`src/design/apq_pkg.sv`:
```
// ----------------------------------------------------------------------------
// apq_pkg
// Shared types and codes for the array priority queue: request and result
// structs, opcode and status codes, controller state and control structs.
// ----------------------------------------------------------------------------
`default_nettype none

package apq_pkg;

	localparam int ELEM_W  = 32;
	localparam int PRIO_W  = 8;
	localparam int ENTRY_W = ELEM_W + PRIO_W;

	localparam logic [1:0] OP_INSERT = 2'd0;
	localparam logic [1:0] OP_PEEK   = 2'd1;
	localparam logic [1:0] OP_DELETE = 2'd2;

	localparam logic [1:0] ST_OK    = 2'd0;
	localparam logic [1:0] ST_FULL  = 2'd1;
	localparam logic [1:0] ST_EMPTY = 2'd2;

	typedef struct packed {
		logic [1:0]               opcode;
		logic signed [ELEM_W-1:0] element_in;
		logic [PRIO_W-1:0]        priority_in;
	} apq_req_t;

	typedef struct packed {
		logic [1:0]               status;
		logic signed [ELEM_W-1:0] element_out;
		logic [PRIO_W-1:0]        priority_out;
		logic [3:0]               count_out;
	} apq_rsp_t;

	typedef enum logic [2:0] {
		S_IDLE,
		S_DECODE,
		S_SCAN,
		S_SHIFT,
		S_FIN
	} apq_state_t;

	typedef struct packed {
		logic load;
		logic decode;
		logic scan;
		logic shift_init;
		logic shift;
		logic finish;
	} apq_cmd_t;

	typedef struct packed {
		logic is_peek;
		logic is_del;
		logic empty;
		logic sweep_done;
	} apq_sts_t;

endpackage

`default_nettype wire

```
`src/design/apq_ram.sv`:
```
// ----------------------------------------------------------------------------
// apq_ram
// Generic simple dual-port RAM: one write port, one read port with
// registered read data.
// ----------------------------------------------------------------------------
`default_nettype none

module apq_ram #(
	parameter int WIDTH = 40,
	parameter int DEPTH = 8
) (
	input  wire logic                     clk,
	input  wire logic                     we,
	input  wire logic [$clog2(DEPTH)-1:0] waddr,
	input  wire logic [WIDTH-1:0]         wdata,
	input  wire logic [$clog2(DEPTH)-1:0] raddr,
	output logic      [WIDTH-1:0]         rdata
);

	logic [WIDTH-1:0] mem_q [DEPTH];

	always_ff @(posedge clk) begin
		if (we) begin
			mem_q[waddr] <= wdata;
		end
		rdata <= mem_q[raddr];
	end

endmodule

`default_nettype wire

```
`src/design/apq_ctrl.sv`:
```
// ----------------------------------------------------------------------------
// apq_ctrl
// Controller: sequences decode, priority scan, shift-down and result.
// ----------------------------------------------------------------------------
`default_nettype none

module apq_ctrl (
	input  wire logic              clk,
	input  wire logic              arst_n,
	input  wire logic              start,
	output logic                   busy,
	input  wire apq_pkg::apq_sts_t sts,
	output apq_pkg::apq_cmd_t      cmd
);

	import apq_pkg::*;

	apq_state_t state_q, state_nx;

	always_ff @(posedge clk or negedge arst_n) begin
		if (!arst_n) begin
			state_q <= S_IDLE;
		end else begin
			state_q <= state_nx;
		end
	end

	always_comb begin
		state_nx = state_q;
		unique case (state_q)
			S_IDLE: begin
				if (start) state_nx = S_DECODE;
			end
			S_DECODE: begin
				if ((sts.is_peek || sts.is_del) && !sts.empty) state_nx = S_SCAN;
				else state_nx = S_FIN;
			end
			S_SCAN: begin
				if (sts.sweep_done) state_nx = sts.is_del ? S_SHIFT : S_FIN;
			end
			S_SHIFT: begin
				if (sts.sweep_done) state_nx = S_FIN;
			end
			S_FIN: begin
				state_nx = S_IDLE;
			end
			default: state_nx = S_IDLE;
		endcase
	end

	always_comb begin
		cmd  = '0;
		busy = 1'b1;
		unique case (state_q)
			S_IDLE: begin
				busy     = 1'b0;
				cmd.load = start;
			end
			S_DECODE: cmd.decode = 1'b1;
			S_SCAN: begin
				cmd.scan       = 1'b1;
				cmd.shift_init = sts.sweep_done && sts.is_del;
			end
			S_SHIFT: cmd.shift  = 1'b1;
			S_FIN:   cmd.finish = 1'b1;
			default: busy = 1'b1;
		endcase
	end

endmodule

`default_nettype wire

```
`src/design/apq_dp.sv`:
```
// ----------------------------------------------------------------------------
// apq_dp
// Datapath: entry RAM, count, sweep address, best-priority search and
// result register.
// ----------------------------------------------------------------------------
`default_nettype none

module apq_dp #(
	parameter int QUEUE_DEPTH = 8
) (
	input  wire logic              clk,
	input  wire logic              arst_n,
	input  wire apq_pkg::apq_req_t req,
	input  wire apq_pkg::apq_cmd_t cmd,
	output apq_pkg::apq_sts_t      sts,
	output logic                   done,
	output apq_pkg::apq_rsp_t      rsp
);

	import apq_pkg::*;

	localparam int AW = $clog2(QUEUE_DEPTH);
	localparam int CW = $clog2(QUEUE_DEPTH + 1);

	logic [CW-1:0]     count_q;
	logic [CW-1:0]     rd_idx_q;
	logic              vld_q;
	logic [AW-1:0]     cmp_idx_q;
	logic [PRIO_W-1:0] best_q;
	logic [AW-1:0]     pos_q;
	logic [ELEM_W-1:0] elem_best_q;
	logic [1:0]        op_q;
	logic [ELEM_W-1:0] elem_q;
	logic [PRIO_W-1:0] prio_q;
	logic              fail_q;
	logic              done_q;
	apq_rsp_t          rsp_q;

	logic               full;
	logic               empty;
	logic               is_ins;
	logic               is_peek;
	logic               is_del;
	logic               issue;
	logic               ins_wr;
	logic               ram_we;
	logic [AW-1:0]      ram_waddr;
	logic [ENTRY_W-1:0] ram_wdata;
	logic [ENTRY_W-1:0] ram_rdata;
	logic [PRIO_W-1:0]  rd_prio;
	logic [CW-1:0]      cnt_after;

	assign full    = (count_q == CW'(QUEUE_DEPTH));
	assign empty   = (count_q == '0);
	assign is_ins  = (op_q == OP_INSERT);
	assign is_peek = (op_q == OP_PEEK);
	assign is_del  = (op_q == OP_DELETE);
	assign issue   = (cmd.scan || cmd.shift) && (rd_idx_q < count_q);
	assign ins_wr  = cmd.decode && is_ins && !full;
	assign rd_prio = ram_rdata[PRIO_W-1:0];

	assign ram_we    = ins_wr || (cmd.shift && vld_q);
	assign ram_waddr = ins_wr ? count_q[AW-1:0] : cmp_idx_q - AW'(1);
	assign ram_wdata = ins_wr ? {elem_q, prio_q} : ram_rdata;

	assign cnt_after = (is_del && !fail_q) ? count_q - CW'(1) : count_q;

	apq_ram #(
		.WIDTH(ENTRY_W),
		.DEPTH(QUEUE_DEPTH)
	) u_ram (
		.clk  (clk),
		.we   (ram_we),
		.waddr(ram_waddr),
		.wdata(ram_wdata),
		.raddr(rd_idx_q[AW-1:0]),
		.rdata(ram_rdata)
	);

	always_ff @(posedge clk or negedge arst_n) begin
		if (!arst_n) begin
			count_q <= '0;
			vld_q   <= 1'b0;
			done_q  <= 1'b0;
		end else begin
			done_q <= cmd.finish;
			if (cmd.load || cmd.shift_init) begin
				vld_q <= 1'b0;
			end else begin
				vld_q <= issue;
			end
			if (ins_wr) begin
				count_q <= count_q + CW'(1);
			end else if (cmd.finish) begin
				count_q <= cnt_after;
			end
		end
	end

	always_ff @(posedge clk) begin
		cmp_idx_q <= rd_idx_q[AW-1:0];
		if (cmd.load) begin
			op_q        <= req.opcode;
			elem_q      <= req.element_in;
			prio_q      <= req.priority_in;
			rd_idx_q    <= '0;
			best_q      <= '0;
			pos_q       <= '0;
			elem_best_q <= '0;
		end else if (cmd.shift_init) begin
			rd_idx_q <= CW'(pos_q) + CW'(1);
		end else if (issue) begin
			rd_idx_q <= rd_idx_q + CW'(1);
		end
		if (cmd.decode) begin
			fail_q <= (is_ins && full) || ((is_peek || is_del) && empty);
		end
		if (cmd.scan && vld_q && (rd_prio >= best_q)) begin
			best_q      <= rd_prio;
			pos_q       <= cmp_idx_q;
			elem_best_q <= ram_rdata[ENTRY_W-1:PRIO_W];
		end
		if (cmd.finish) begin
			rsp_q.status       <= fail_q ? (is_ins ? ST_FULL : ST_EMPTY) : ST_OK;
			rsp_q.element_out  <= (is_del && !fail_q) ? elem_best_q : '0;
			rsp_q.priority_out <= ((is_peek || is_del) && !fail_q) ? best_q : '0;
			rsp_q.count_out    <= 4'(cnt_after);
		end
	end

	always_comb begin
		sts.is_peek    = is_peek;
		sts.is_del     = is_del;
		sts.empty      = empty;
		sts.sweep_done = (rd_idx_q == count_q) && !vld_q;
	end

	assign done = done_q;
	assign rsp  = rsp_q;

endmodule

`default_nettype wire

```
`src/design/array_priority_queue_top.sv`:
```
// ----------------------------------------------------------------------------
// array_priority_queue_top
// Fixed-depth unsorted priority queue of (element, priority) pairs.
//
//   channel   ports                 direction  handshake
//   request   req (opcode, element, in         start & !busy
//             priority)
//   result    rsp (status, element, out        done, one cycle, no stall
//             priority, count)
//
// Insert writes its entry in the decode step and does not sweep. Peek and
// delete are paced by the single read port of the entry RAM, which the
// priority scan and the shift-down both sweep one entry a cycle.
// Reset empties the queue at once; the entry RAM itself is not cleared.
// A new request can be accepted in the cycle that done is shown.
// ----------------------------------------------------------------------------
`default_nettype none

module array_priority_queue_top #(
	parameter int QUEUE_DEPTH = 8
) (
	input  wire logic              clk,
	input  wire logic              arst_n,
	input  wire logic              start,
	output logic                   busy,
	input  wire apq_pkg::apq_req_t req,
	output logic                   done,
	output apq_pkg::apq_rsp_t      rsp
);

	import apq_pkg::*;

	apq_cmd_t cmd;
	apq_sts_t sts;

	apq_ctrl u_ctrl (
		.clk   (clk),
		.arst_n(arst_n),
		.start (start),
		.busy  (busy),
		.sts   (sts),
		.cmd   (cmd)
	);

	apq_dp #(
		.QUEUE_DEPTH(QUEUE_DEPTH)
	) u_dp (
		.clk   (clk),
		.arst_n(arst_n),
		.req   (req),
		.cmd   (cmd),
		.sts   (sts),
		.done  (done),
		.rsp   (rsp)
	);

endmodule

`default_nettype wire

```
`config.mk`:
```
export PLATFORM = sky130hd
export DESIGN_NAME = array_priority_queue_top
export DESIGN_NICKNAME = d
export VERILOG_FILES = /design/src/design/apq_pkg.sv /design/src/design/apq_ram.sv /design/src/design/apq_ctrl.sv /design/src/design/apq_dp.sv /design/src/design/array_priority_queue_top.sv
export SDC_FILE = /design/constraint.sdc
export NUM_CORES = 1
export LEC_CHECK = 0
export BUFFER_PORTS_ARGS = -buffer_cell sky130_fd_sc_hd__buf_2
export CAP_MARGIN = 20
export CORE_UTILIZATION = 60
export CTS_CLUSTER_SIZE = 25
export DETAILED_ROUTE_END_ITERATION = 16
export HOLD_SLACK_MARGIN = 0.05
export PLACE_DENSITY = 0.75
export SETUP_SLACK_MARGIN = 0.1
export SYNTH_ARGS = -nofsm -noshare
export SYNTH_HDL_FRONTEND = slang
export SYNTH_SLANG_ARGS = --single-unit
export TNS_END_PERCENT = 10
```
`constraint.sdc`:
```
create_clock -name clk -period 7.1 [get_ports clk]
set_input_delay 1.42 -clock clk [delete_from_list [all_inputs] [get_ports clk]]
set_output_delay 1.42 -clock clk [all_outputs]
set_load 0.02 [all_outputs]
```
Yosys cells after proc, flatten, opt, wreduce, memory -nomap -nowiden
Memory sizes are Yosys's and may differ from the RTL's. A register that Yosys moved wholly into a read port is not among the register bits.
Index checks and enable logic that the tools add are counted.
{ "classes": {"addsub": 5, "n_lt_le_gt_ge": 2, "eq_ne": 11, "n_mux": 29, "reduce_logical": 29} }
{ "op_table": {"columns": ["op", "n"], "rows": [
  ["$mux W32", 2],
  ["$mux W40", 1],
  ["$mux W3", 8],
  ["$mux W4", 5],
  ["$mux W8", 2],
  ["$logic_and A1 B1 Y1", 13],
  ["$pmux W3 S4", 1],
  ["$add A4 B1 Y4 const B", 2],
  ["$ge A8 B8 Y1", 1],
  ["$mux W1", 8],
  ["$eq A3 B2 Y1 const B", 2],
  ["$reduce_bool A2 Y1", 3],
  ["$logic_or A1 B1 Y1", 5],
  ["$add A3 B1 Y4 const B", 1],
  ["$eq A4 B4 Y1", 1],
  ["$eq A4 B4 Y1 const B", 1],
  ["$logic_not A1 Y1", 4],
  ["$logic_not A4 Y1", 1],
  ["$lt A4 B4 Y1", 1],
  ["$mux W2", 2],
  ["$ne A2 B1 Y1 const B", 2],
  ["$sub A4 B1 Y4 const B", 1],
  ["$eq A3 B1 Y1 const B", 1],
  ["$eq A3 B3 Y1 const B", 1],
  ["other kinds (7)", 7]
]} }
{ "totals": {"regBits": 148, "ramBits": 320, "input_bits": 45, "out_inout_bits": 48, "n_memories": 1} }
{ "memory_table": {"columns": ["name", "words", "width", "rd", "rd_clocked_by_memory_dff", "write_ports", "line", "source"], "rows": [
  ["u_dp.u_ram.mem_q", 8, 40, 1, 1, 1, "apq_ram.sv:20", "logic [WIDTH-1:0] mem_q [DEPTH];"]
]} }

Longest topological paths before layout
Gate-level depths: netlist of run 1.
{ "depth": {"word_depth": 8, "mapped_depth": 13, "ltp_nobuf": 11} }

By module
Synthesis of run 1 repeated with hierarchy kept, for this count alone.
{ "unflattened": {"hier_cells": 1042, "hier_area_um2": 19631.3} }
{ "by_module_without_submodules": {"columns": ["mod", "n_inst", "cells_per_inst", "area_each_um2"], "rows": [
  ["apq_ram", 1, 515, 13171.4],
  ["apq_dp", 1, 497, 6208.5],
  ["apq_ctrl", 1, 30, 251.5]
]} }

Worst setup path before layout of run 1
No wires, ideal clock.
{ "synth_path": {"kind": "register to register", "from": "reg u_dp.count_q[0]", "to": "mem u_dp.u_ram.mem_q[1][0], enable pin", "setup_ns": 0.487, "arrival_time_ns": 4.194, "t_required_ns": 6.613, "path_slack_ns": 2.419, "stages_incl_launch_ff": 9, "period_less_slack_ns": 4.681, "cell_sequence": "dfrtp_1 -> inv_1 -> ha_1 -> nand2b_1 -> o21ai_2 -> buf_6 -> nand2_1 -> o21a_1 -> nor3_1"} }
{ "synth_between": {"elab_chain_len": 6, "word_cells_on_any_way": 7, "cone_classes": "eq/ne (1); mux (3); reduce/logical (3)"} }
{ "synth_rtl": {"columns": ["element", "line", "source"], "rows": [
  ["start, declared", "apq_dp.sv:25", "logic [CW-1:0] count_q;"],
  ["start signal, assigned", "apq_dp.sv:93", "count_q <= count_q + CW'(1);"],
  ["start signal, assigned", "apq_dp.sv:95", "count_q <= cnt_after;"],
  ["$eq A4 B4 Y1", "apq_dp.sv:53", "assign full = (count_q == CW'(QUEUE_DEPTH));"],
  ["$logic_not A1 Y1", "apq_dp.sv:59", "assign ins_wr = cmd.decode && is_ins && !full;"],
  ["$logic_and A1 B1 Y1", "apq_dp.sv:59", null],
  ["$logic_or A1 B1 Y1", "apq_dp.sv:62", "assign ram_we = ins_wr || (cmd.shift && vld_q);"],
  ["$mux W1", "apq_ram.sv:23", "if (we) begin"],
  ["$mux W1 (not written as such)", "apq_ram.sv:24", "mem_q[waddr] <= wdata;"],
  ["end, declared", "apq_ram.sv:20", null]
]} }
Parallel ways exist; a longest one is shown, timed or not.

Worst setup path after layout of run 1
{ "layout_path": {"from": "reg u_dp.count_q[0]", "to": "mem u_dp.u_ram.mem_q[4][21], enable pin"} }
Same word-level chain as after synthesis.

==> results of run 1 <==
[critical path: stages (launching register included)]
cell	delay [ns]
dfrtp_1	0.44
inv_1	0.18
ha_1	0.22
nand2b_1	0.15
o21ai_4	0.75
nand2_1	0.16
o21a_1	0.24
nor2_4	0.34
buf_4	0.50
[layout by cell type, fill, tap and decap left out, types with 7 or more instances in the layout]
| cell type | instances |
|---|---|
| edfxtp_1 | 452 |
| ha_1 | 18 |
| clkinv_2 | 9 |
| inv_1 | 20 |
| dfxtp_1 | 44 |
| nor2_1 | 7 |
| buf_2 | 92 |
| nand2_1 | 10 |
| and2_1 | 85 |
| clkbuf_16 | 49 |
| dfrtp_1 | 9 |
| o21ai_0 | 10 |
| buf_4 | 19 |
| clkbuf_1 | 10 |
| clkbuf_8 | 7 |
| mux2_2 | 82 |
| mux4_2 | 80 |
[worst paths after layout]
| path | end | slack [ns] | cells after the start |
|---|---|---|---|
| min reg2reg | u_dp.rsp[38] | 0.52 | 1 |
| max | u_dp.u_ram.mem_q[4][21] | 3.73 | 8 |
| max reg2reg | u_dp.u_ram.mem_q[4][21] | 3.73 | 8 |
| min | u_dp.rsp[38] | 0.52 | 1 |
| max in group asynchronous | u_ctrl.state_q[1] | 6.17 | 1 |
| min in group asynchronous | u_dp.count_q[1] | 0.73 | 1 |
[per-layer routing]
metal | global-route usage (%) | wire [µm] | up-vias
li1 | - | - | 3968
met1 | 30.8 | 14800 | 4588
met2 | 35.0 | 16700 | 267
met3 | 3.14 | 1800 | 53
met4 | 5.68 | 599 | 0
met5 | 0 | 0 | -
[synthesized netlist by cell type, types with 9 or more instances]
cell / n / share of area (%)
and2_1: 85 / 2.8
inv_1: 21 / 0.41
dfxtp_1: 47 / 4.9
edfxtp_1: 452 / 71
mux4_2: 80 / 9.4
dfrtp_1: 9 / 1.2
mux2_2: 82 / 4.8
ha_1: 18 / 1.2
nor2_1: 11 / 0.22
clkbuf_1: 11 / 0.22
nand2_1: 10 / 0.20
o21ai_0: 10 / 0.26
[state kept, by name (all words and copies together) (netlist names)]
register and flops:
u_ctrl.state_q 3, u_dp.best_q 8, u_dp.cmp_idx_q 3, u_dp.count_q 4, u_dp.done 1, u_dp.elem_best_q 32
u_dp.elem_q 32, u_dp.fail_q 1, u_dp.op_q 2, u_dp.pos_q 3, u_dp.prio_q 8, u_dp.rd_idx_q 4
u_dp.rsp 46, u_dp.u_ram.mem_q 320, u_dp.u_ram.rdata 40, u_dp.vld_q 1
[kinds of logic after synthesis]
group,count (synthesis),share of synthesized area [%]
xor+xnor,9,0.411
mux,163,14.3
compound gates,40,1.36
flops,508,76.9
fa+ha+maj,18,1.17
simple gates,141,4.33
buf+inv,59,1.56
[metrics by stage]
step / cells / util (%)
finish: 1505 / 69.3
global route: 1505 / 69.3
CTS: 1504 / 69.2
detailed placement: 1413 / 64.0
global placement: 1413 / 64.0
floorplan: 938 / -
[cell type report]
class | instances | area [µm²]
Clock buffer | 66 | 1360
Clock inverter | 25 | 285
Fill cell | 1894 | 9670
Inverter | 21 | 78.8
Multi-Input combinational cell | 371 | 4200
Sequential cell | 508 | 14700
Tap cell | 402 | 503
Timing Repair Buffer | 112 | 631
[power groups by stage]
| stage | clock (W) | combinational [W] | sequential [W] |
|---|---|---|---|
| after floorplan | 0 | 0.00159 | 0.00441 |
| after global placement | 0 | 0.00208 | 0.00446 |
| after detailed placement | 0 | 0.00214 | 0.00448 |
| after CTS | 0.00266 | 0.00217 | 0.00443 |
| after global routing | 0.00278 | 0.00235 | 0.00447 |
| final | 0.00261 | 0.00215 | 0.00442 |
==> flow_summary.ini, run 1 <==
[worst_setup_path]
crit_type = register to register
crit_path_end_kind = register
cp-startpoint = u_dp.count_q[0]
crit_fanout = 31
setup.worst_path.start_class = register
worstReg2RegStart = u_dp.count_q[0]
worstPathRequired_ns = 7.29
critPathArrivalTime_ns = 3.56

[synthesis]
synth-main-ff-cell = edfxtp_1
synth_area_um2 = 19200
yosysUniqueCellTypes = 50
synth_cells = 938
syn_avg_cell_area_um2 = 20.4
ys_seq_elements = 508
yosys_warnings = 0
synthArstFlopShare_pct = 1.77
synth_edf_count = 452
synth_seq_area_share_pct = 76.9
syn-num-nets = 1001

[place]
gp_congestion = 0.790
place_area_um2 = 20100
portBuffers = 92
pre_cts_slack_ns = 3.67
hpwl_um = 17900

[final_layout]
layout-drive-gt1-share_pct = 33.5
fin_nets = 1126
antenna_cells = 0
area_growth_syn_to_layout_pct = 13.7
fin_area_um2 = 21800

[job]
maxCapViolCount = 0

[sta]
fin_skew_ns = 0.0184
setup_violations = 0
fin_ws_ns = 3.73
slew_headroom_pct = 35.3
slew_viol_final = 0
fmax_ghz = 0.296
worstMarginPinSlew_ns = 0.971
timing.setup.tns_ns = 0
min_period_over_period_pct = 47.5
hold_viol_final = 0
fin_crit_ns = 3.37
whs_ns = 0.516
grt_setup_unrepaired = no

[detailed_routing]
vias = 8876
wl_per_cell_um = 22.5
first_pass_iters = 5
routed_wl_um = 33900
dr.first_iter.drc_count = 778
ant_nets = 0
drc_errors = 0
viasPerCell = 5.90

[global_route]
grt.total_usage_pct = 21.4
grt_max_degree = 58
grt_antenna_before_repair = 0
globalRouteOverflowTotal = 0
grt_pass1_vias = 9031
grt_first_pass_wirelength_um = 52300

[die]
fp.dieH_um = 181
pin_count = 93
dieArea_um2 = 32700
initial_core_util_pct = 60.9
chipWidth_um = 181
rows = 65
core_area_um2 = 31500

[clock_network]
cts_tree = built
cts_resized = 0
post-cts-setup-buffer-count = 0
cts_sinks = 508
cts-root-buf = clkbuf_16
cts_buffers = 49
clk_path_buf_depth = 3
clk_pin_slew_ns = 0.06
cts_hold_buf = 0
clkLatencyLatePin_ns = 0.55
htree_levels = 2

[power_and_ir_drop]
p_per_area_nw_per_um2 = 421
vdd_ir_drop_max_mv = 0.244
finalPower_w = 0.00919
p_comb_share_pct = 23.4
intPower_w = 0.00666
sw_frac_of_total_pct = 27.5
p_switching_w = 0.00253
seqPwrFrac_pct = 48.2
total_leakage_power_nw = 7.43
pwr-share-clk_pct = 28.5

[min_path]
min_from = u_dp.elem_best_q[26]
hp-class = register to register

[run_status]
status = completed
Power figures use the tool's default switching activity.
==> run 2: changes to the inputs <==
- ABC_AREA: default -> 1
- clock period: 7.1 -> 3.5 ns (I/O delays scaled with it)
==> run 2 against run 1 <==
Non-clock buffer count up 12. Count of clock-buffer cells in the layout is 2 lower. Clock power increased by 120%. Largest power group unchanged. Highest routed layer unchanged.
==> flow_summary.ini, run 2 <==
[run_status]
status = completed

[worst_setup_path]
critPathArrivalTime_ns = 3.16
worstReg2RegStart = u_dp.count_q[0]
crit_end = u_dp.u_ram.mem_q[7][1]
reg2reg_to = u_dp.u_ram.mem_q[7][1]
reg2reg_depth = 9
worstPathRequired_ns = 3.74
crit_chain = inv_1, ha_1, nand3_1, nand3_4, clkinv_4, nand2_4, o211ai_1, nor2_4, buf_12
slowest_stage = nor2_4
setup.worst_path.start_class = register
crit_fanout = 30
slowest_delay_ns = 0.47
cp-startpoint = u_dp.count_q[0]
reg2reg_slack_ns = 0.58
crit_path_end_kind = register
crit_type = register to register

[clock_network]
cts_hold_buf = 1
cts_sinks = 508
cts_resized = 0
clk_path_buf_depth = 3
cts_buffers = 49
clkLatencyLatePin_ns = 0.56
cts-root-buf = clkbuf_16
clk_pin_slew_ns = 0.06
htree_levels = 2
cts_tree = built
post-cts-setup-buffer-count = 0

[final_layout]
largest-register = u_dp.u_ram.mem_q
post-route-util_pct = 70.1
layout-drive-gt1-share_pct = 13.7
final_cell_mix = edfxtp_1, nor2_1, o21ai_0
antenna_cells = 0
fin_nets = 1697
largest_reg_flops = 320
fillers = 2098
area_growth_syn_to_layout_pct = 14.4
final_common_cell = edfxtp_1

[global_route]
grt_max_degree = 96
grt_antenna_before_repair = 0
grt.total_usage_pct = 25.1
grt_first_pass_wirelength_um = 63700
grt_pass1_vias = 11807
globalRouteOverflowTotal = 0

[sta]
slew_headroom_pct = 33.9
hold_viol_final = 0
min_period_over_period_pct = 83.5
slew_viol_final = 0
fin_crit_ns = 2.92
setup_violations = 0
worstMarginPinSlew_ns = 0.982
grt_setup_unrepaired = no
fin_skew_ns = 0.0152
fmax_ghz = 0.342

[power_and_ir_drop]
sw_frac_of_total_pct = 18.0
p_per_area_nw_per_um2 = 547
seqPwrFrac_pct = 53.5
vdd_ir_drop_max_mv = 0.416
p_switching_w = 0.00219
intPower_w = 0.00996
pwr-share-clk_pct = 46.2
p_comb_share_pct = 0.2
total_leakage_power_nw = 7.67
finalPower_w = 0.0122

[synthesis]
synth_seq_area_share_pct = 75.8
yosysTopAreaCell = edfxtp_1
synth_edf_count = 452
ys_seq_elements = 508
syn-num-nets = 1599
yosys_warnings = 0
syn_avg_cell_area_um2 = 12.7
synth-main-ff-cell = edfxtp_1
synth_common_cells = edfxtp_1, nor2_1, o21ai_0, nand2_1, inv_1
synthMostInstantiatedCell = edfxtp_1
synth_top_area_share_pct = 69.8
yosysUniqueCellTypes = 36
synthArstFlopShare_pct = 1.77
synth_cells = 1536
ys_top_cells_by_area = edfxtp_1, o21ai_0, nor2_1
synth_area_um2 = 19400

[die]
core_area_um2 = 31700
pin_count = 93
initial_core_util_pct = 61.3
fp.dieH_um = 182
rows = 65
dieArea_um2 = 33100
chipWidth_um = 182

[min_path]
min_from = req[17]
hp-class = input port to register

[place]
gp_congestion = 0.842
portBuffers = 92
hpwl_um = 22900

[detailed_routing]
ant_nets = 0
viasPerCell = 5.81
first_pass_iters = 5
dr.first_iter.drc_count = 1360
wl_per_cell_um = 19.8
routed_wl_um = 41100
drc_errors = 0
vias = 12062

[job]
maxCapViolCount = 0
[run 2: changes by cell type after synthesis, sizes merged, moves of 5 or more]
cell    previous run  this run
and2              85         0
o21ai             12       214
a211oi             5         0
o22ai              2        81
nor2b              7         0
mux2              82         0
nor2              12       271
xnor2              6         1
clkbuf            14        52
mux4              80         0
nand2             10       205
inv               21       121
[run 2: cell type report]
| type | instances | area [µm²] | area share, % |
|---|---|---|---|
| clock buffer | 64 | 1370 | 6.18 |
| clock inverter | 28 | 382 | 1.72 |
| timing repair buffer | 124 | 803 | 3.61 |
| tap | 402 | 503 | 2.26 |
| multi-input combinational | 826 | 3960 | 17.8 |
| sequential | 508 | 14700 | 66.3 |
| inverter | 125 | 477 | 2.14 |
[run 2: worst min-delay path by stage]
stage	endpoint	slack, ns	depth (start not counted)
after floorplan	u_dp.cmp_idx_q[0]	0.33	0
after global placement	u_dp.elem_best_q[9]	0.53	2
after detailed placement	u_dp.elem_best_q[27]	0.52	2
after CTS	u_dp.elem_q[9]	0.30	1
after global routing	u_dp.elem_q[0]	0.30	1
final	u_dp.elem_q[9]	0.32	1
[run 2: critical path: cells and delay by family (launching register included)]
kind                       cells  cell delay (ns)
and+or+nand+nor                4             0.91
buffers and inverters          3             0.68
DFF                            1             0.45
AOI/OAI and AO/OA              1             0.33
adders and majority gates      1             0.21
[run 2: metrics by stage]
step           TNS (ns)  cell area [µm²]  setup WS [ns]  hold WS [ns]  cells
6_report              0            22200          0.578         0.317   2077
5_1_grt               0            22200          0.397         0.300   2077
4_1_cts               0            22200          0.571         0.300   2077
3_5_place_dp          0            20500          0.589         0.525   1984
3_3_place_gp          0            20500          0.646         0.527   1984
2_1_floorplan    -34.15            19400         -0.118         0.326   1536
[run 2: cell families (layout without fill, tap and decap cells)]
kind of cell	count (synthesis)	count (layout)	share of synthesized area [%]
DFF	508	508	75.8
buffers and inverters	202	341	4.19
and+or+nand+nor	494	494	10.0
xor gates and xnor gates	6	6	0.270
adders and majority gates	18	18	1.16
AOI/OAI and AO/OA	308	308	8.56
[run 2: metal layers]
| metal | routed length, µm | track usage (%) | vias up | part of all wire (%) |
|---|---|---|---|---|
| li1 | - | - | 5562 | - |
| met1 | 17100 | 35.5 | 5870 | 42 |
| met2 | 19900 | 41.3 | 564 | 49 |
| met3 | 3290 | 3.25 | 66 | 8.0 |
| met4 | 790 | 7.26 | 0 | 1.9 |
| met5 | 0 | 0 | - | 0 |
[run 2: power by group through the flow]
| stage | clock network [W] | logic [W] | registers [W] |
|---|---|---|---|
| floorplan | 0 | 0.00000000268 | 0.00664 |
| CTS | 0.00567 | 0.0000274 | 0.00651 |
| detailed placement | 0 | 0.0000262 | 0.00664 |
| global route | 0.00592 | 0.0000295 | 0.00650 |
| global placement | 0 | 0.0000257 | 0.00664 |
| finish | 0.00562 | 0.0000267 | 0.00651 |
